<file path="config.mk">
export PLATFORM = sky130hd
export DESIGN_NAME = gcmp_ram
export DESIGN_NICKNAME = d
export VERILOG_FILES = /design/src/rtl/core/gcmp_pkg.sv /design/src/rtl/core/gcmp_ram.sv
export SDC_FILE = /design/constraint.sdc
export NUM_CORES = 2
export LEC_CHECK = 0
export BUFFER_PORTS_ARGS = -buffer_cell sky130_fd_sc_hd__buf_2
export CORE_ASPECT_RATIO = 2
export CORE_MARGIN = 4
export CORE_UTILIZATION = 49
export DETAILED_ROUTE_END_ITERATION = 16
export GPL_ROUTABILITY_DRIVEN = 0
export PLACE_DENSITY = 0.72
export SLEW_MARGIN = 5
export SYNTH_ARGS = -nofsm -noshare
export SYNTH_HDL_FRONTEND = slang
export SYNTH_SLANG_ARGS = --single-unit
</file>
<file path="constraint.sdc">
create_clock -name clk_i -period 10 [get_ports clk_i]
set_input_delay 2 -clock clk_i [delete_from_list [all_inputs] [get_ports clk_i]]
set_output_delay 2 -clock clk_i [all_outputs]
set_load 0.05 [all_outputs]
</file>
<file path="src/rtl/core/gcmp_pkg.sv">
`timescale 1ns / 1ps
// ----------------------------------------------------------------------------
// Gathered column matrix product: shared definitions
// Types, codes and helper functions used by the core and its submodules.
// ----------------------------------------------------------------------------
package gcmp_pkg;

  // Defaults of the top-level parameters.
  localparam int MAX_DIM_DEF    = 8;
  localparam int DATA_WIDTH_DEF = 32;

  // Row and column positions carried on the ports reach at most this count.
  localparam int POS_CAP = 8;
  localparam int POS_W   = 3;
  localparam int DIM_W   = 4;
  localparam int SUM_W   = 64;

  // Item kinds carried in the slave-side tuser.
  localparam logic [1:0] KIND_LOAD_A  = 2'd0;
  localparam logic [1:0] KIND_LOAD_IX = 2'd1;
  localparam logic [1:0] KIND_LOAD_B  = 2'd2;
  localparam logic [1:0] KIND_COMPUTE = 2'd3;

  // Configuration register indexes.
  localparam int CFG_IDX_W = 2;
  localparam logic [CFG_IDX_W-1:0] REG_ROWS_A      = 2'd0;
  localparam logic [CFG_IDX_W-1:0] REG_COLS_A      = 2'd1;
  localparam logic [CFG_IDX_W-1:0] REG_INNER_COUNT = 2'd2;
  localparam logic [CFG_IDX_W-1:0] REG_COLS_B      = 2'd3;

  typedef struct packed {
    logic [DIM_W-1:0] rows_a;
    logic [DIM_W-1:0] cols_a;
    logic [DIM_W-1:0] inner_count;
    logic [DIM_W-1:0] cols_b;
  } cfg_t;

  // One multiply-accumulate step as issued by the sequencer.
  typedef struct packed {
    logic step;
    logic first;
    logic last;
    logic use_a;
  } mac_ctl_t;

  // Load request for the output register.
  typedef struct packed {
    logic             load;
    logic [POS_W-1:0] row;
    logic [POS_W-1:0] col;
    logic             bad;
    logic             last;
  } emit_t;

  // Effective dimension: zero counts as one, the value is clamped to cap.
  function automatic logic [DIM_W-1:0] dim_of(input logic [DIM_W-1:0] v,
                                              input logic [DIM_W-1:0] cap);
    logic [DIM_W-1:0] d;
    d = (v == '0) ? DIM_W'(1) : v;
    if (d > cap) begin
      d = cap;
    end
    return d;
  endfunction

  // Signed 64-bit add that clamps to the signed limits.
  function automatic logic signed [SUM_W-1:0] sat_add(input logic signed [SUM_W-1:0] a,
                                                      input logic signed [SUM_W-1:0] b);
    logic [SUM_W:0] s;
    s = {a[SUM_W-1], a} + {b[SUM_W-1], b};
    if (s[SUM_W] != s[SUM_W-1]) begin
      return s[SUM_W] ? {1'b1, {(SUM_W-1){1'b0}}} : {1'b0, {(SUM_W-1){1'b1}}};
    end
    return s[SUM_W-1:0];
  endfunction

endpackage

</file>
<file path="src/rtl/core/gcmp_ram.sv">
`timescale 1ns / 1ps
// ----------------------------------------------------------------------------
// Gathered column matrix product: element store
// Single write port, single read port memory with registered read data.
// ----------------------------------------------------------------------------
module gcmp_ram #(
  parameter int DATA_WIDTH = gcmp_pkg::DATA_WIDTH_DEF,
  parameter int DEPTH      = gcmp_pkg::MAX_DIM_DEF * gcmp_pkg::MAX_DIM_DEF,
  parameter int AW         = $clog2(DEPTH)
) (
  input  logic                  clk_i,
  input  logic                  we_i,
  input  logic [AW-1:0]         waddr_i,
  input  logic [DATA_WIDTH-1:0] wdata_i,
  input  logic [AW-1:0]         raddr_i,
  output logic [DATA_WIDTH-1:0] rdata_o
);

  logic [DATA_WIDTH-1:0] mem [DEPTH];
  logic [DATA_WIDTH-1:0] rdata_q;

  always_ff @(posedge clk_i) begin
    if (we_i) begin
      mem[waddr_i] <= wdata_i;
    end
    rdata_q <= mem[raddr_i];
  end

  assign rdata_o = rdata_q;

endmodule

</file>
After elaboration in Yosys (flattened, before gate mapping)
Memories as Yosys holds them, arrays and structs flattened. A register that Yosys moved wholly into a read port is not among the register bits.
Cells that the tools add are included.
Word-level totals
  memories: 1
  memory bits (writable): 2048
  latch bits: 0
  memory bits (read-only): 0
  flip-flop bits (word level): 0
  output and inout bits: 32
  word-level logic and storage cells: 3
Memory list
  mem: depth 64, width 32, read ports 1, clocked after Yosys merged registers in 1, wr ports 1, RTL line gcmp_ram.sv:19  | logic [DATA_WIDTH-1:0] mem [DEPTH];
Cells by class
  div/mod/pow operators: 0
  shifts and indexed selects: 0
  bitwise operators: 0
  muxes and demuxes: 2
  reductions and logical operators: 0
  add/sub/neg operators: 0
  multipliers: 0
  equality and inequality tests: 0
  order comparisons: 0
Operators with widths (number)
  $mux 1: 2

Logic depth before layout (Yosys ltp)
  depth after elaboration: 2
  mapped depth: 10
  gate-level depth less buffers: 5

Worst setup path after synthesis
No wires, ideal clock.
  kind: in2reg
  from: in waddr_i[3]
  to: mem mem[48][0] (netlist bit) (enable)
  stages on the path: 4
  setup slack: 4.840 ns
  required time: 9.539 ns
  arrival: 4.699 ns
  cell sequence: clkbuf_1 -> nor2b_1 -> nand4b_1 -> nor3_1
RTL lines
  start: declaration: RTL line gcmp_ram.sv:13  | input logic [AW-1:0] waddr_i,
  end: declaration: RTL line gcmp_ram.sv:19
No word-level cell before the write port.

==> reports/metrics.cfg <==
[sta]
tightest_slew_ns = 1.33
fin_crit_sh = 0.513
setup_ws_ns = 4.87
rsz0062_at_grt = no
relSlewSlack = 0.111
setup_viol = 0
max_freq_mhz = 195
min_period_ns = 5.13
finalMaxSlewViolations = 0
skew_ns = 0.0411
setup_tns_ns = 0
hold_violations = 0

[synth]
ys.flop_type = edfxtp_1
synth_cells = 3324
synth-edff-count = 2048
yosysTopAreaCell = edfxtp_1
async_reset_ff_frac = 0
ys_seq_elements = 2080
synthesis.nets = 3370
synth_top_area_frac = 0.783
ys_warn_count = 0
avgSynthCellArea_um2 = 23.6
syn-cell-area_mm2 = 0.0785
yosysSeqAreaShare = 0.791
yosysUniqueCellTypes = 34
synthTopCellsByArea = edfxtp_1, mux4_2, mux2i_1, dfxtp_1, o22ai_1

[final_layout]
final_cell_mix = edfxtp_1, mux4_2, clkbuf_16
fillers = 11400
drive_gt1_frac = 0.294
final_core_util = 0.550
area_growth_pct = 11.5
layout_commonest_cell = edfxtp_1
nets = 3552

[setup_path]
worst_r2r_path_depth = 5
timing.rr.end = rdata_o[11]$_DFF_P_
path_class = in -> reg
worstPathArrival_ns = 5.76
cp-start-kind = primary input
path_max_fanout = 54
r2r_start = mem[46][11]$_DFFE_PP_
worstPathRequired_ns = 10.63
cp-end-kind = flop
reg2reg_slack_ns = 7.35

[global_route]
grt_max_degree = 110
grt_pass1_wl_um = 284000
gr-total-overflow = 0
track_usage = 0.239
grt_antenna_before_repair = 15
grt_pass1_vias = 38000

[die]
start_util = 0.493
rows = 207
die_x_um = 291
chipHeight_um = 574
dieArea_mm2 = 0.167
ioPinCount = 78
core-area_mm2 = 0.159

[pwr]
power.density_mw_per_mm2 = 197
power.leakage_uw = 0.0269
ir_drop_uv = 133

[outcome]
status = completed

[run]
drv_cap = 0

[route]
viasPerCell = 6.43
wirelength_um = 200000
ant_nets = 0
routed-via-count = 36800
dr.first_iter.drc_count = 4745
drc = 0
dr.pass1.iters = 6
wl_per_cell_um = 34.9

[hold_path]
hp-class = reg -> reg
hold_end = rdata_o[17]$_DFF_P_
min_path_cells = 4
hp-start = mem[12][17]$_DFFE_PP_

[clock_network]
clk_pin_slew_ns = 0.07
holdBufCountCts = 0
clockBufferDepth = 4
htreeDepth = 4
clockRootBuffer = clkbuf_16
clkLatencyLatePin_ns = 0.80
cts_setup_buffers = 0
cts_buffers = 168
cts_resized = 0
cts.sinks = 2080
cts_tree = built

[place]
port_buffers = 77
dp_hpwl_um = 111000
preCtsSetupSlack_ns = 4.06

## how the worst max path moves through the flow
| stage | start | endpoint | slack (ns) | cells after the start |
|---|---|---|---|---|
| final | raddr_i[0] | rdata_o[4]$_DFF_P_ | 4.87 | 8 |
| after global routing | raddr_i[0] | rdata_o[4]$_DFF_P_ | 4.69 | 8 |
| after global placement | raddr_i[0] | rdata_o[4]$_DFF_P_ | 4.12 | 8 |
| after detailed placement | raddr_i[0] | rdata_o[4]$_DFF_P_ | 4.06 | 8 |
| after floorplan | waddr_i[3] | mem[48][0]$_DFFE_PP_ | 4.84 | 4 |
| after CTS | raddr_i[0] | rdata_o[4]$_DFF_P_ | 4.92 | 8 |
## power breakdown
| part | switching [uW] | internal (uW) | leakage [uW] | total [uW] |
|---|---|---|---|---|
| clock network | 3010 | 3640 | 0.00264 | 6660 |
| logic | 615 | 314 | 0.00562 | 929 |
| registers | 41.6 | 9640 | 0.0187 | 9690 |
## area by class of cell
class	instances	area [um2]	share of cell area
flip-flops and latches	2080	62100	0.709
multi-input cells	1062	16000	0.182
clock buffers	193	4430	0.0506
well taps	2090	2620	0.0299
repair buffers	194	1380	0.0158
clock inverters	102	1020	0.0117
diodes	9	22.5	0.000257
## kinds of logic after synthesis
family                 synth area share
AO/OA/AOI/OAI                    0.0167
AND/OR/NAND/NOR                  0.0127
multiplexers                      0.168
flip-flops                        0.791
buffers and inverters            0.0113
## registers in the layout (all words and copies together), names as in the netlist
register / cells
rdata_o: 32
mem: 2048
## worst max-delay path, cell delays in order
cell and delay (ns):
buf_8 0.49, buf_4 0.72, buf_4 0.77, mux4_2 0.59, mux2i_1 0.16, nor2_1 0.08
o32ai_1 0.68, nor3_1 0.16
## cells in the mapped netlist, drive strengths merged (7+ instances only)
master,instances
edfxtp,2048
dfxtp,32
nor2,137
clkbuf,74
nor2b,15
a21oi,62
nor3,7
nand2b,8
mux2i,93
nand2,26
a311oi,8
mux4,544
buf,108
o221ai,27
o22ai,84
a22oi,12
## per-layer routing
layer / track usage / up-vias / share of wire
met5: 0 / - / 0.00020
met4: 0.138 / 8 / 0.068
met3: 0.0340 / 458 / 0.077
met2: 0.423 / 2037 / 0.53
met1: 0.279 / 19700 / 0.32
li1: - / 14600 / -
## through the flow
stage	hold slack [ns]	total power, uW	area [um2]	std cells
4_1_cts	0.770	17400	87600	5721
6_report	0.776	17300	87600	5730
2_1_floorplan	0.663	10400	78500	3324
3_3_place_gp	0.740	10800	82100	5424
5_1_grt	0.805	17700	87600	5724
3_5_place_dp	0.750	10800	82100	5426
No activity file was read; power rests on OpenSTA's default activity.
