==> src/rtl/core/gcmp_pkg.sv <==
`timescale 1ns / 1ps
// ----------------------------------------------------------------------------
// Gathered column matrix product: shared definitions
// Types, codes and helper functions used by the core and its submodules.
// ----------------------------------------------------------------------------
package gcmp_pkg;

  // Defaults of the top-level parameters.
  localparam int MAX_DIM_DEF    = 8;
  localparam int DATA_WIDTH_DEF = 32;

  // Row and column positions carried on the ports reach at most this count.
  localparam int POS_CAP = 8;
  localparam int POS_W   = 3;
  localparam int DIM_W   = 4;
  localparam int SUM_W   = 64;

  // Item kinds carried in the slave-side tuser.
  localparam logic [1:0] KIND_LOAD_A  = 2'd0;
  localparam logic [1:0] KIND_LOAD_IX = 2'd1;
  localparam logic [1:0] KIND_LOAD_B  = 2'd2;
  localparam logic [1:0] KIND_COMPUTE = 2'd3;

  // Configuration register indexes.
  localparam int CFG_IDX_W = 2;
  localparam logic [CFG_IDX_W-1:0] REG_ROWS_A      = 2'd0;
  localparam logic [CFG_IDX_W-1:0] REG_COLS_A      = 2'd1;
  localparam logic [CFG_IDX_W-1:0] REG_INNER_COUNT = 2'd2;
  localparam logic [CFG_IDX_W-1:0] REG_COLS_B      = 2'd3;

  typedef struct packed {
    logic [DIM_W-1:0] rows_a;
    logic [DIM_W-1:0] cols_a;
    logic [DIM_W-1:0] inner_count;
    logic [DIM_W-1:0] cols_b;
  } cfg_t;

  // One multiply-accumulate step as issued by the sequencer.
  typedef struct packed {
    logic step;
    logic first;
    logic last;
    logic use_a;
  } mac_ctl_t;

  // Load request for the output register.
  typedef struct packed {
    logic             load;
    logic [POS_W-1:0] row;
    logic [POS_W-1:0] col;
    logic             bad;
    logic             last;
  } emit_t;

  // Effective dimension: zero counts as one, the value is clamped to cap.
  function automatic logic [DIM_W-1:0] dim_of(input logic [DIM_W-1:0] v,
                                              input logic [DIM_W-1:0] cap);
    logic [DIM_W-1:0] d;
    d = (v == '0) ? DIM_W'(1) : v;
    if (d > cap) begin
      d = cap;
    end
    return d;
  endfunction

  // Signed 64-bit add that clamps to the signed limits.
  function automatic logic signed [SUM_W-1:0] sat_add(input logic signed [SUM_W-1:0] a,
                                                      input logic signed [SUM_W-1:0] b);
    logic [SUM_W:0] s;
    s = {a[SUM_W-1], a} + {b[SUM_W-1], b};
    if (s[SUM_W] != s[SUM_W-1]) begin
      return s[SUM_W] ? {1'b1, {(SUM_W-1){1'b0}}} : {1'b0, {(SUM_W-1){1'b1}}};
    end
    return s[SUM_W-1:0];
  endfunction

endpackage

==> src/rtl/core/gcmp_mac.sv <==
`timescale 1ns / 1ps
// ----------------------------------------------------------------------------
// Gathered column matrix product: multiply-accumulate unit
// Signed multiplier with a registered product, followed by a saturating 64-bit accumulator.
// ----------------------------------------------------------------------------
module gcmp_mac #(
  parameter int DATA_WIDTH = gcmp_pkg::DATA_WIDTH_DEF
) (
  input  logic                               clk_i,
  input  logic                               rst_ni,
  input  gcmp_pkg::mac_ctl_t                 ctl_i,
  input  logic [DATA_WIDTH-1:0]              a_i,
  input  logic [DATA_WIDTH-1:0]              b_i,
  output logic signed [gcmp_pkg::SUM_W-1:0]  acc_o,
  output logic                               done_o
);

  gcmp_pkg::mac_ctl_t ctl1_q, ctl2_q;
  logic                                done_q;
  logic signed [DATA_WIDTH-1:0]        a_eff, b_s;
  logic signed [2*DATA_WIDTH-1:0]      prod;
  logic signed [gcmp_pkg::SUM_W-1:0]   prod_q, acc_q;

  // Control is delayed to line up with the registered store read data.
  always_ff @(posedge clk_i or negedge rst_ni) begin
    if (!rst_ni) begin
      ctl1_q <= '0;
      ctl2_q <= '0;
      done_q <= 1'b0;
    end else begin
      ctl1_q <= ctl_i;
      ctl2_q <= ctl1_q;
      done_q <= ctl2_q.step & ctl2_q.last;
    end
  end

  // An out-of-range gather index contributes zero.
  assign a_eff = ctl1_q.use_a ? $signed(a_i) : '0;
  assign b_s   = $signed(b_i);
  assign prod  = a_eff * b_s;

  always_ff @(posedge clk_i) begin
    prod_q <= gcmp_pkg::SUM_W'(prod);
    if (ctl2_q.step) begin
      acc_q <= gcmp_pkg::sat_add(ctl2_q.first ? '0 : acc_q, prod_q);
    end
  end

  assign acc_o  = acc_q;
  assign done_o = done_q;

endmodule

==> config.mk <==
export PLATFORM = sky130hd
export DESIGN_NAME = gcmp_mac
export DESIGN_NICKNAME = d
export VERILOG_FILES = /design/src/rtl/core/gcmp_pkg.sv /design/src/rtl/core/gcmp_mac.sv
export SDC_FILE = /design/constraint.sdc
export NUM_CORES = 2
export LEC_CHECK = 0
export CAP_MARGIN = 10
export CORE_AREA = 5 5 291 293
export CTS_CLUSTER_DIAMETER = 30
export DETAILED_ROUTE_END_ITERATION = 10
export DIE_AREA = 0 0 296 298
export DONT_BUFFER_PORTS = 1
export PLACE_DENSITY_LB_ADDON = 0.08
export SETUP_SLACK_MARGIN = 0.1
export SYNTH_ARGS = -nofsm -noshare
export SYNTH_HDL_FRONTEND = slang
export SYNTH_SLANG_ARGS = --single-unit
export TNS_END_PERCENT = 100
==> constraint.sdc <==
create_clock -name clk_i -period 7.7 [get_ports clk_i]
set_input_delay 0.385 -clock clk_i [delete_from_list [all_inputs] [get_ports clk_i]]
set_output_delay 0.385 -clock clk_i [all_outputs]
set_load 0.01 [all_outputs]
* Word level (Yosys, flattened, before mapping)
Cells that the tools add are included.
** Storage, ports and cells
- Bits in registers :: 136
- RAM bits :: 0
- Memories :: 0
- Output and inout port bits :: 65
- Input port bits :: 70
- Latch bits :: 0
- Word-level logic and storage cells :: 21
- ROM bits :: 0
** Cells by class
- Add/subtract/negate cells :: 1
- Equal/unequal tests :: 1
- Divide/modulo/power cells :: 0
- Reduce and logical (&&, ||, !) cells :: 0
- Bitwise logic cells :: 1
- Multipliers :: 1
- Magnitude comparators :: 0
- Multiplexer cells :: 7
- Shift-type cells :: 0
** Operators with widths (number)
- 2-to-1 mux 64 bit :: 4
- adder 64 x 64 -> 65 bit :: 1
- multiplier 32 x 32 -> 64 bit :: 1
- 2-to-1 mux 32 bit :: 1
- 2-to-1 mux 1 bit :: 2
- AND 1 bit :: 1
- inequality test 1 bit :: 1

* Logic depth before layout (Yosys ltp)
- Word-level depth :: 6
- Mapped depth :: 35
- Gate-level depth less buffers :: 31

* Worst setup path before layout
Ideal clock, no wire load.
- Path type :: flip-flop to flip-flop
- Start point :: register ctl1_q[0] (netlist bit)
- End point :: register prod_q[62] (netlist bit)
- Data required time :: 7.628 ns
- Setup time :: 0.072 ns
- Arrival :: 8.414 ns
- Clock period less this slack :: 8.487 ns
- Slack :: -0.787 ns
- Stages on the path, launching flop included :: 32
- Buffers on the path :: 4
- Path through :: dfrtp_1 -> clkbuf_1 -> clkbuf_1 -> clkbuf_1 -> clkbuf_1 -> and3_1 -> fa_1 -> inv_1 -> fa_1 -> inv_1 -> fa_1 -> fa_1 -> inv_1 -> fa_1 -> inv_1 -> fa_1 -> inv_1 -> fa_1 -> inv_1 -> fa_1 -> ha_1 -> a21o_1 -> a21o_1 -> a21o_1 -> a21oi_1 -> o21ai_0 -> a21o_1 -> a21o_1 -> a31oi_1 -> o21ai_0 -> a21oi_1 -> xnor2_1
** On the way
- Word-level cells in the longest chain between the ends :: 2
** Ends and longest elaborated chain
- start, declared :: line gcmp_mac.sv:18 : gcmp_pkg::mac_ctl_t ctl1_q, ctl2_q;
- start signal, assigned :: line gcmp_mac.sv:31 : ctl1_q <= ctl_i;
- 2-to-1 mux 32 bit :: line gcmp_mac.sv:38 : assign a_eff = ctl1_q.use_a ? $signed(a_i) : '0;
- multiplier 32 x 32 -> 64 bit :: line gcmp_mac.sv:40 : assign prod = a_eff * b_s;
- named net prod[62] :: line gcmp_mac.sv:21 : logic signed [2*DATA_WIDTH-1:0] prod;
- end signal, assigned :: line gcmp_mac.sv:43 : prod_q <= gcmp_pkg::SUM_W'(prod);
- end, declared :: line gcmp_mac.sv:22 : logic signed [gcmp_pkg::SUM_W-1:0] prod_q, acc_q;
The timed path passes the listed nets, and every way through them passes these cells.
A chain may end at the register's enable or synchronous reset.

* Final worst setup path
Ends and elaborated chain as after synthesis.

==> results.cfg <==
[grt]
grt_max_degree = 73
grt.total_usage_pct = 32.11
grt-ovfl-total = 0
grt_pass1_wl_um = 216200
grt_pass1_vias = 37550
antenna_found_initial = 2

[cells_and_area]
syn_to_final_growth_pct = 10.12
final_cells = 6007
fin_nets = 6321
stdcell_area_um2 = 49150
final_layout_size_suffix_gt1_share_pct = 10.58
utilization_pct = 60.25

[status]
status = complete, but fails checks
violations = negative setup slack

[logic_synthesis]
synth_flop_cell = edfxtp_1
synth-seq-cells = 136
synth_nets = 6243
synth_cell_types = 76
ys_warn_count = 0
mappedNetlistArea_um2 = 44640
synth_common_cells = fa_1 (1083), inv_1 (1053), nand2_1 (578)
ys_async_sr_fraction_pct = 5.882
synth.most_common_cell = fa_1
seq_area_frac_synth_pct = 7.625
syn_inst = 4842
post_synth.cell_area_avg_um2 = 9.218
synth_edf_count = 64
netlist.area_leader.share_pct = 48.57
synth_top_area_cell = fa_1
synth.area.top_cells = fa_1 (49%), inv_1 (8.9%), and3_1 (7.2%), ha_1 (7.0%), nand2_1 (4.9%)

[clock_network]
clock_latency_ps = 440
ctsHtreeMaxLevel = 4
cts_buffer_depth = 2
cts.sink_count = 136
numCtsBuffers = 17
cts.root.buffer_cell = clkbuf_16
clkTransAtPathRegs_ps = 70
cts_tree = built

[timing]
rsz0062_at_grt = yes
hold_violations = 0
relSlewSlack_pct = 19.94
worst_slew_pin_slew_ps = 1197
fin_crit_sh_pct = 104.4
finClkSkew_ps = 13.87
holdWs_ps = 124.0
slew_violations = 0
max_freq_mhz = 124.4
setup_ws_ps = -341.1
setup_viol = 17
min_period_ps = 8041

[worst_setup_path]
crit_start = ctl1_q[0]
cp-end-kind = flop
cp_common_cell = fa_1
critPathRequiredTime_ps = 8040
cp_max_fo = 17
critPathSlowestCell = fa_2
crit_arrival_ps = 8380
max_stage_delay_ps = 590
critical_path_class = flop to flop
r2r-start = ctl1_q[0]
critPathLaunchType = flop

[routing]
drc_errors = 0
drt_first_iter_violations = 2598
num_vias = 34180
wl_um = 137700
via_per_inst = 5.689
wl_per_cell_um = 22.93
drtPass1Iterations = 6
ant_nets = 0

[die]
die-area_um2 = 88210
fp.dieH_um = 298
initial_core_util_pct = 54.71
die_x_um = 296
rows = 105
top_level_ports = 135
core_area_um2 = 81580

[job]
max_cap_violations = 0

[placed_design]
dp_hpwl_um = 109900
gp_congestion = 0.9549
port_buffers = 0
placedInstanceArea_um2 = 47630
place_inst = 5943

[worst_hold_path]
hold_path_class = input pin to flop
hold_start = b_i[0]
[what timing repair did]
action,CTS,global route
pin swaps,22,31
resized for setup,85,56
endpoints found under the hold margin,12,0
hold buffers,5,0
endpoints found under the setup margin,27,31
cloned,0,1
buffers inserted,17,5
[metrics by stage]
step	setup TNS, ps	setup WS, ps
3_3_place_gp	-7493	-531.8
2_1_floorplan	-999.9	-294.4
6_report	-2438	-341.1
5_1_grt	-8602	-631.6
4_1_cts	-2962	-376.0
3_5_place_dp	-7827	-539.2
[layout make-up]
class                      instances  area, um^2
clock buffer                      17       425.4
sequential                       136        3410
multi-input combinational       3343       36610
fill                            7232       32430
antenna                            4       10.01
tap                             1070        1339
inverter                        1053        3956
timing repair buffer             369        3158
clock inverter                    15       249.0
[routing by layer]
layer / routed length (um) / GRT usage [%] / share of wire, %
met4: 9065 / 15.48 / 6.6
met3: 8601 / 4.372 / 6.2
met2: 68880 / 56.24 / 50
met5: 0 / 0 / 0
met1: 51180 / 39.20 / 37
[critical path: cells and delay by family (launching register included)]
| kind | cells | cell delay, ps |
|---|---|---|
| flip-flops | 1 | 520 |
| AND/OR/NAND/NOR | 2 | 250 |
| adder cells (fa/ha/maj) | 9 | 4580 |
| buffers and inverters | 9 | 980 |
| AO/OA/AOI/OAI | 10 | 1420 |
| XOR/XNOR | 1 | 170 |
[sequential cells by signal, summed over array words and instances, names as in the netlist]
| register | count |
|---|---|
| prod_q | 64 |
| acc_o | 64 |
| ctl2_q | 3 |
| ctl1_q | 4 |
| done_o | 1 |
[kinds of logic after synthesis]
group,synth area share [%]
mux,0.02243
compound gates,6.725
buf+inv,11.55
xor+xnor,2.613
simple gates,15.87
fa+ha+maj,55.59
flops,7.625
[final timing paths]
path / endpoint / depth (start not counted) / slack (ps)
max reg2reg: prod_q[62] / 31 / -340
min in group asynchronous: ctl1_q[0] / 1 / 390
min: prod_q[0] / 1 / 120
max: prod_q[62] / 31 / -340
max in group asynchronous: ctl1_q[0] / 1 / 6860
min reg2reg: ctl2_q[3] / 0 / 350
[cells in the final DEF (no fill, tap or decap), types with 21 or more instances in the layout]
cell	count
nand3_1	22
xor2_1	47
buf_4	322
xnor2_1	83
o21bai_1	23
buf_12	21
nor2b_1	73
nand4_1	26
a21oi_1	166
o21ai_0	65
ha_1	237
edfxtp_1	64
fa_1	1063
inv_1	1046
dfxtp_1	64
nor2_1	83
and3_1	513
a21o_1	75
nand2_1	576
Power is not shown: default switching activity piles up to over one toggle a cycle in this logic, so the estimate is an artifact.
