==> src/rtl/core/gcmp_pkg.sv <==
`timescale 1ns / 1ps
// ----------------------------------------------------------------------------
// Gathered column matrix product: shared definitions
// Types, codes and helper functions used by the core and its submodules.
// ----------------------------------------------------------------------------
package gcmp_pkg;

  // Defaults of the top-level parameters.
  localparam int MAX_DIM_DEF    = 8;
  localparam int DATA_WIDTH_DEF = 32;

  // Row and column positions carried on the ports reach at most this count.
  localparam int POS_CAP = 8;
  localparam int POS_W   = 3;
  localparam int DIM_W   = 4;
  localparam int SUM_W   = 64;

  // Item kinds carried in the slave-side tuser.
  localparam logic [1:0] KIND_LOAD_A  = 2'd0;
  localparam logic [1:0] KIND_LOAD_IX = 2'd1;
  localparam logic [1:0] KIND_LOAD_B  = 2'd2;
  localparam logic [1:0] KIND_COMPUTE = 2'd3;

  // Configuration register indexes.
  localparam int CFG_IDX_W = 2;
  localparam logic [CFG_IDX_W-1:0] REG_ROWS_A      = 2'd0;
  localparam logic [CFG_IDX_W-1:0] REG_COLS_A      = 2'd1;
  localparam logic [CFG_IDX_W-1:0] REG_INNER_COUNT = 2'd2;
  localparam logic [CFG_IDX_W-1:0] REG_COLS_B      = 2'd3;

  typedef struct packed {
    logic [DIM_W-1:0] rows_a;
    logic [DIM_W-1:0] cols_a;
    logic [DIM_W-1:0] inner_count;
    logic [DIM_W-1:0] cols_b;
  } cfg_t;

  // One multiply-accumulate step as issued by the sequencer.
  typedef struct packed {
    logic step;
    logic first;
    logic last;
    logic use_a;
  } mac_ctl_t;

  // Load request for the output register.
  typedef struct packed {
    logic             load;
    logic [POS_W-1:0] row;
    logic [POS_W-1:0] col;
    logic             bad;
    logic             last;
  } emit_t;

  // Effective dimension: zero counts as one, the value is clamped to cap.
  function automatic logic [DIM_W-1:0] dim_of(input logic [DIM_W-1:0] v,
                                              input logic [DIM_W-1:0] cap);
    logic [DIM_W-1:0] d;
    d = (v == '0) ? DIM_W'(1) : v;
    if (d > cap) begin
      d = cap;
    end
    return d;
  endfunction

  // Signed 64-bit add that clamps to the signed limits.
  function automatic logic signed [SUM_W-1:0] sat_add(input logic signed [SUM_W-1:0] a,
                                                      input logic signed [SUM_W-1:0] b);
    logic [SUM_W:0] s;
    s = {a[SUM_W-1], a} + {b[SUM_W-1], b};
    if (s[SUM_W] != s[SUM_W-1]) begin
      return s[SUM_W] ? {1'b1, {(SUM_W-1){1'b0}}} : {1'b0, {(SUM_W-1){1'b1}}};
    end
    return s[SUM_W-1:0];
  endfunction

endpackage

==> src/rtl/core/gcmp_ctrl.sv <==
`timescale 1ns / 1ps
// ----------------------------------------------------------------------------
// Gathered column matrix product: sequencer
// Decodes load transactions, holds the index table and walks the row, column
// and inner loops of a compute run over the shared multiply-accumulate unit.
// ----------------------------------------------------------------------------
module gcmp_ctrl #(
  parameter int MAX_DIM = gcmp_pkg::MAX_DIM_DEF,
  parameter int AW      = $clog2(MAX_DIM * MAX_DIM)
) (
  input  logic                        clk_i,
  input  logic                        rst_ni,
  input  gcmp_pkg::cfg_t              cfg_i,
  input  logic                        in_valid_i,
  output logic                        in_ready_o,
  input  logic [1:0]                  in_kind_i,
  input  logic [gcmp_pkg::POS_W-1:0]  in_row_i,
  input  logic [gcmp_pkg::POS_W-1:0]  in_col_i,
  input  logic [gcmp_pkg::POS_W-1:0]  in_gidx_i,
  output logic                        a_we_o,
  output logic                        b_we_o,
  output logic [AW-1:0]               wr_addr_o,
  output logic [AW-1:0]               a_raddr_o,
  output logic [AW-1:0]               b_raddr_o,
  output gcmp_pkg::mac_ctl_t          mac_o,
  input  logic                        mac_done_i,
  input  logic                        out_free_i,
  output gcmp_pkg::emit_t             emit_o
);

  localparam int DIM_CAP   = (MAX_DIM < gcmp_pkg::POS_CAP) ? MAX_DIM : gcmp_pkg::POS_CAP;
  localparam int TBL_DEPTH = DIM_CAP;
  localparam int TIW       = $clog2(TBL_DEPTH);

  localparam logic [1:0] ST_IDLE  = 2'd0;
  localparam logic [1:0] ST_RUN   = 2'd1;
  localparam logic [1:0] ST_DRAIN = 2'd2;
  localparam logic [1:0] ST_EMIT  = 2'd3;

  logic [1:0]                  state_q, state_d;
  logic [gcmp_pkg::POS_W-1:0]  r_q, r_d, c_q, c_d, k_q, k_d;
  logic                        bad_q, bad_d;
  logic [gcmp_pkg::POS_W-1:0]  idx_tbl_q [TBL_DEPTH];

  logic [gcmp_pkg::DIM_W-1:0]  nr, na, nk, nc;
  logic                        accept, pos_ok, ix_ok, k_last, r_last, c_last;
  logic [gcmp_pkg::POS_W-1:0]  ix;

  assign nr = gcmp_pkg::dim_of(cfg_i.rows_a,      gcmp_pkg::DIM_W'(DIM_CAP));
  assign na = gcmp_pkg::dim_of(cfg_i.cols_a,      gcmp_pkg::DIM_W'(DIM_CAP));
  assign nk = gcmp_pkg::dim_of(cfg_i.inner_count, gcmp_pkg::DIM_W'(DIM_CAP));
  assign nc = gcmp_pkg::dim_of(cfg_i.cols_b,      gcmp_pkg::DIM_W'(DIM_CAP));

  assign in_ready_o = (state_q == ST_IDLE);
  assign accept     = in_valid_i & in_ready_o;

  // Loads outside the stores are dropped.
  assign pos_ok    = (int'(in_row_i) < MAX_DIM) && (int'(in_col_i) < MAX_DIM);
  assign a_we_o    = accept && (in_kind_i == gcmp_pkg::KIND_LOAD_A) && pos_ok;
  assign b_we_o    = accept && (in_kind_i == gcmp_pkg::KIND_LOAD_B) && pos_ok;
  assign wr_addr_o = AW'(in_row_i) * AW'(MAX_DIM) + AW'(in_col_i);

  always_ff @(posedge clk_i) begin
    if (accept && (in_kind_i == gcmp_pkg::KIND_LOAD_IX) && (int'(in_col_i) < TBL_DEPTH)) begin
      idx_tbl_q[in_col_i[TIW-1:0]] <= in_gidx_i;
    end
  end

  assign ix     = idx_tbl_q[k_q[TIW-1:0]];
  assign ix_ok  = ({1'b0, ix} < na);
  assign k_last = ({1'b0, k_q} == nk - gcmp_pkg::DIM_W'(1));
  assign r_last = ({1'b0, r_q} == nr - gcmp_pkg::DIM_W'(1));
  assign c_last = ({1'b0, c_q} == nc - gcmp_pkg::DIM_W'(1));

  assign a_raddr_o = ix_ok ? (AW'(r_q) * AW'(MAX_DIM) + AW'(ix)) : '0;
  assign b_raddr_o = AW'(k_q) * AW'(MAX_DIM) + AW'(c_q);

  always_comb begin
    state_d = state_q;
    r_d     = r_q;
    c_d     = c_q;
    k_d     = k_q;
    bad_d   = bad_q;
    mac_o   = '0;
    emit_o  = '0;
    unique case (state_q)
      ST_IDLE: begin
        if (accept && (in_kind_i == gcmp_pkg::KIND_COMPUTE)) begin
          r_d     = '0;
          c_d     = '0;
          k_d     = '0;
          bad_d   = 1'b0;
          state_d = ST_RUN;
        end
      end
      ST_RUN: begin
        mac_o.step  = 1'b1;
        mac_o.first = (k_q == '0);
        mac_o.last  = k_last;
        mac_o.use_a = ix_ok;
        // The first element sees every used index, before anything is shown.
        bad_d = bad_q | ~ix_ok;
        if (k_last) begin
          k_d     = '0;
          state_d = ST_DRAIN;
        end else begin
          k_d = k_q + gcmp_pkg::POS_W'(1);
        end
      end
      ST_DRAIN: begin
        if (mac_done_i) begin
          state_d = ST_EMIT;
        end
      end
      ST_EMIT: begin
        if (out_free_i) begin
          emit_o.load = 1'b1;
          emit_o.row  = r_q;
          emit_o.col  = c_q;
          emit_o.bad  = bad_q;
          emit_o.last = r_last & c_last;
          if (r_last && c_last) begin
            state_d = ST_IDLE;
          end else begin
            state_d = ST_RUN;
            if (c_last) begin
              c_d = '0;
              r_d = r_q + gcmp_pkg::POS_W'(1);
            end else begin
              c_d = c_q + gcmp_pkg::POS_W'(1);
            end
          end
        end
      end
      default: state_d = ST_IDLE;
    endcase
  end

  always_ff @(posedge clk_i or negedge rst_ni) begin
    if (!rst_ni) begin
      state_q <= ST_IDLE;
      r_q     <= '0;
      c_q     <= '0;
      k_q     <= '0;
      bad_q   <= 1'b0;
    end else begin
      state_q <= state_d;
      r_q     <= r_d;
      c_q     <= c_d;
      k_q     <= k_d;
      bad_q   <= bad_d;
    end
  end

endmodule

==> config.mk <==
export PLATFORM = sky130hd
export DESIGN_NAME = gcmp_ctrl
export DESIGN_NICKNAME = d
export VERILOG_FILES = /design/src/rtl/core/gcmp_pkg.sv /design/src/rtl/core/gcmp_ctrl.sv
export SDC_FILE = /design/constraint.sdc
export NUM_CORES = 1
export LEC_CHECK = 0
export BUFFER_PORTS_ARGS = -buffer_cell sky130_fd_sc_hd__clkbuf_2
export CAP_MARGIN = 30
export CORE_AREA = 2 2 79 81
export DETAILED_ROUTE_END_ITERATION = 8
export DIE_AREA = 0 0 81 83
export PLACE_DENSITY = 0.66
export SKIP_CTS_REPAIR_TIMING = 1
export SYNTH_ARGS = -nofsm -noshare
export SYNTH_HDL_FRONTEND = slang
export SYNTH_SLANG_ARGS = --single-unit
==> constraint.sdc <==
create_clock -name clk_i -period 3.3 [get_ports clk_i]
set_input_delay 0.165 -clock clk_i [delete_from_list [all_inputs] [get_ports clk_i]]
set_output_delay 0.165 -clock clk_i [all_outputs]
set_load 0.02 [all_outputs]
== Yosys cells after proc, flatten, opt, wreduce, memory -nomap -nowiden ==
Memory sizes are Yosys's and may differ from the RTL's.
Index checks and enable logic that the tools add are counted.

* Register bits: 12
* Bits in latches: 0
* Memory bits (writable): 24
* Bits in read-only memories: 0
* Bits of input ports: 32
* Output and inout port bits: 34
* Word-level logic and storage cells: 90
* Memories: 1

* $add $sub $neg: 9
* Multipliers: 0
* Divide/modulo/power cells: 0
* $lt $le $gt $ge: 5
* Equality and inequality tests: 15
* Shift-type cells: 0
* Mux-type cells: 33
* Bitwise logic cells: 4
* Reductions and logical operators: 18

{| class="wikitable"
|+ Memories
! memory !! words !! bits a word !! read ports !! clocked after Yosys merged registers in !! write ports !! RTL line !! RTL
|-
| idx_tbl_q || 8 || 3 || 1 || 0 || 1 || gcmp_ctrl.sv:43 || <nowiki>logic [gcmp_pkg::POS_W-1:0] idx_tbl_q [TBL_DEPTH];</nowiki>
|}

{| class="wikitable"
|+ Operators by type and width
! cell !! number
|-
| $mux 4 || 9
|-
| $mux 3 || 8
|-
| $add 6x3->6 || 3
|-
| $mux 9 || 2
|-
| $pmux 3 s2 || 3
|-
| $gt 4x4->1 const B || 4
|-
| $logic_not 4->1 || 4
|-
| $eq 3x4->1 || 3
|-
| $sub 4x1->4 const B || 3
|-
| $ne 2x2->1 const B || 5
|-
| $add 3x1->3 const B || 3
|-
| $eq 2x2->1 const B || 4
|-
| $mux 2 || 4
|-
| $pmux 2 s4 || 1
|-
| $reduce_and 4->1 || 2
|-
| $mux 6 || 1
|-
| $logic_and 1x1->1 || 5
|-
| $reduce_and 5->1 || 1
|-
| $eq 2x1->1 const B || 2
|-
| $logic_not 2->1 || 2
|-
| $lt 3x4->1 || 1
|-
| $mux 1 || 4
|-
| $reduce_bool 2->1 || 2
|-
| $logic_not 3->1 || 1
|-
| other kinds (6) || 7
|}

== Longest topological paths before layout ==
* Depth in word-level cells: 10
* Depth in mapped cells: 10
* Gate-level depth less buffers: 9

== Least setup slack after synthesis ==
Ideal clock, no wire load.

* Path type: register to output
* Start point: register k_q[0] (netlist name)
* End point: output a_raddr_o[3]
* Arrival time: 2744 ps
* Setup slack: 391 ps
* Cell stages (with the launch flop): 10
* Path buffers: 1
* Cells stage by stage: dfrtp_1 buf_2 mux4_2 mux2i_1 inv_1 ha_1 a21oi_1 o21a_1 a221oi_1 and2b_1

* Longest elaborated chain between the ends: 3

{| class="wikitable"
|+ Ends and longest elaborated chain
! item !! RTL line !! RTL
|-
| start: declaration || gcmp_ctrl.sv:41 || <nowiki>logic [gcmp_pkg::POS_W-1:0] r_q, r_d, c_q, c_d, k_q, k_d;</nowiki>
|-
| start signal: assignment || gcmp_ctrl.sv:150 || <nowiki>k_q <= k_d;</nowiki>
|-
| $mem_v2 8x3 (*) || -- ||
|-
| $add 6x3->6 / $lt 3x4->1 (equally long branches) || gcmp_ctrl.sv:75, gcmp_ctrl.sv:70 ||
|-
| $mux 6 (*) || gcmp_ctrl.sv:75 || <nowiki>assign a_raddr_o = ix_ok ? (AW'(r_q) * AW'(MAX_DIM) + AW'(ix)) : '0;</nowiki>
|-
| end: declaration || gcmp_ctrl.sv:23 || <nowiki>output logic [AW-1:0] a_raddr_o,</nowiki>
|}

Mark *: on every way between the ends. The rest lies on a longest branch, timed or not.

== Worst setup path after layout ==
* Start point: register k_q[0] (netlist name)
* End point: output a_raddr_o[5]

The elaborated chain is that of the path after synthesis.

==> metrics.md <==
| Metric | Value |
|---|---|
| Chip Height | `83 um` |
| Core box area | `5816 um2` |
| Area grow syn2layout | `19.11%` |
| Num Clock Sinks | `36` |
| Count leader, synth | `edfxtp_1` |
| Root Buffer | `clkbuf_8` |
| Clk_lat worst skew | `0.29 ns` |
| Slowest CP cell | `mux4_2` |
| Initial antenna violation count | `0` |
| Synth top area cells | `edfxtp_1, dfrtp_1, ha_1` |
| Drt pass-1 iters | `4` |
| CTS tree | `done` |
| Outcome | `finished clean` |
| Synth async-reset ratio | `33.33%` |
| #FFs+latches synth | `36` |
| Synth top area share | `31.36%` |
| Wirelength per Cell | `13.25 um` |
| Netlist cell types | `55` |
| Die Span X | `81 um` |
| Arr. time, crit path | `2.89 ns` |
| Site Rows | `28` |
| Post-route setup TNS | `0 ns` |
| Detailed Place HPWL | `3498 um` |
| Synthesized Nets | `252` |
| PnR worst setup slack | `0.2460 ns` |
| IO buf count | `59` |
| Yosys warning total | `0` |
| Final slew viol count | `0` |
| Pre-CTS setup slack | `0.4591 ns` |
| Post-placement cell area | `2615 um2` |
| Tmin final | `3.054 ns` |
| Worst Skew | `0.004243 ns` |
| Tot GR Track Use | `14.38%` |
| Slew @ Worst Pin | `0.5188 ns` |
| Congestion Overflow GR | `0` |
| Max incr delay on CP | `0.53 ns` |
| # IOs | `66` |
| Layout fillers | `547` |
| RSZ-0062 raised after global routing | `false` |
| Area used by multi-input combinational logic | `1152 um2` |
| Post-Syn Instances | `207` |
| Top_reg_cell synth | `edfxtp_1` |
| Lkg Pwr | `1.217 nW` |
| Register area | `1022 um2` |
| Syn Area/Cell | `11.10 um2` |
| Nets | `308` |
| Reg clk slew, reported paths | `0.07 ns` |
| Fmax | `0.3274 GHz` |
| Final period utilization | `92.54%` |
| Largest net degree at the start of global routing | `17` |
| Final hold violation count | `0` |
| Initial Utilization | `39.52%` |
| Mapped Area | `2298 um2` |
| Rel. slew slack | `65.15%` |
| Design Area, Final | `2738 um2` |
| Crit-path cells | `mux4_2, mux2i_1, inv_1, ha_1, a21oi_1, o21a_1, a221oi_1, buf_4, and2b_1, clkbuf_2` |
| Die area | `6723 um2` |
| Post-synth EDFFs | `24` |
| Max_cap viols | `0` |
| Top post-synthesis cells by count | `edfxtp_1, nand2_1, nor2_1, ha_1` |
| Routed WL | `4493 um` |
| Register area share after synthesis | `44.42%` |
| CTS buffer count | `5` |
| First-pass GRT wire length | `7493 um` |
| Post-synth top area cell | `edfxtp_1` |
| Worst setup EP type | `output port` |
| Vias per cell | `5.009` |
| DR vias | `1,698` |
| Max VDD drop | `0.3378 mV` |
| Worst EP required | `3.13 ns` |
| Routability cong. | `0.7669` |
| N_diodes | `0` |
| Final setup fails | `0` |
| Layout cells sized above 1 | `32.20%` |
| Initial DRC count | `77` |
| Vias in the first global route | `1,592` |
| H-Tree Depth | `2` |
| DR DRC count | `0` |
| Clock Tree Buf Depth | `2` |
| Power density of the placed cells | `726.3 nW/um2` |
| Hold Path Class | `primary input to register` |
| Critical Path Source Type | `register` |
| WS Path Type | `register to output port` |
| DRT antenna net count | `0` |
| Crit path max fanout | `9` |
state kept, by name, summed over array words and instances (netlist names):
signal and flops:
bad_q 1, k_q 3, idx_tbl_q 24, state_q 2
r_q 3, c_q 3
placed cells by master (no fill, tap or decap), drive strengths merged, types with 6 or more instances in the layout:
master and count:
edfxtp 24, inv 12, nor2 16, and3 8, nand2 18, dfrtp 12
xnor2 9, mux4 6, nand2b 8, clkbuf 64, ha 13, a21oi 7
critical path: cells and delay by family (launching register included):
kind                       cells  cell delay [ns]
and+or+nand+nor                1             0.19
muxes                          2             0.75
DFF                            1             0.49
AOI/OAI and AO/OA              3             0.44
adders and majority gates      1             0.29
buffers and inverters          3             0.44
worst paths after layout:
path | start | to | slack, ns | cells past startpoint
min | in_gidx_i[2] | idx_tbl_q[1][2]$_DFFE_PP_ | 0.16 | 1
min in group asynchronous | rst_ni | c_q[1]$_DFFE_PN0P_ | 0.30 | 2
max | k_q[0]$_DFFE_PN0P_ | a_raddr_o[5] | 0.25 | 10
min reg2reg | bad_q$_DFFE_PN0P_ | bad_q$_DFFE_PN0P_ | 0.54 | 2
max reg2reg | k_q[0]$_DFFE_PN0P_ | bad_q$_DFFE_PN0P_ | 0.82 | 10
max in group asynchronous | rst_ni | k_q[0]$_DFFE_PN0P_ | 2.73 | 2
final cells by class:
type | count | share of cell area [%]
sequential | 36 | 37.34
clock buffer | 5 | 2.514
timing repair buffer | 61 | 11.43
multi-input combinational | 147 | 42.09
inverter | 12 | 1.645
tap | 75 | 3.428
clock inverter | 3 | 1.554
metal layers:
metal | vias up | track usage (%) | wire length [um]
met2 | 46 | 21.41 | 2034
met1 | 782 | 20.58 | 2165
met5 | - | 0 | 0
met4 | 0 | 4.777 | 34
li1 | 867 | - | -
met3 | 3 | 3.261 | 258
logic make-up (layout without fill, tap and decap cells):
kind of cell	count (synthesis)	in the layout	share of synthesized area, %
multiplexers	12	12	8.928
adder cells (fa/ha/maj)	13	13	7.077
XOR/XNOR	9	9	3.756
AND/OR/NAND/NOR	81	81	19.11
buffers and inverters	24	81	5.443
flip-flops	36	36	44.42
AO/OA/AOI/OAI	32	32	11.27
power by group:
group,internal [mW],leakage (nW),switching [mW],total (mW)
registers,0.540,0.370,0.112,0.653
logic,0.411,0.792,0.546,0.957
clock network,0.223,0.0541,0.155,0.379
total,1.17,1.22,0.814,1.99
metrics by stage:
| step | util (%) | std cells | hold WS (ns) | power, mW |
|---|---|---|---|---|
| global placement | 44.97 | 330 | 0.08064 | 1.600 |
| floorplan | - | 207 | -0.1306 | 1.377 |
| CTS | 46.88 | 338 | -0.2367 | 2.001 |
| global route | 47.07 | 339 | 0.1756 | 2.140 |
| detailed placement | 44.97 | 330 | 0.07685 | 1.618 |
| finish | 47.07 | 339 | 0.1586 | 1.988 |
(Power assumes the default switching activity.)
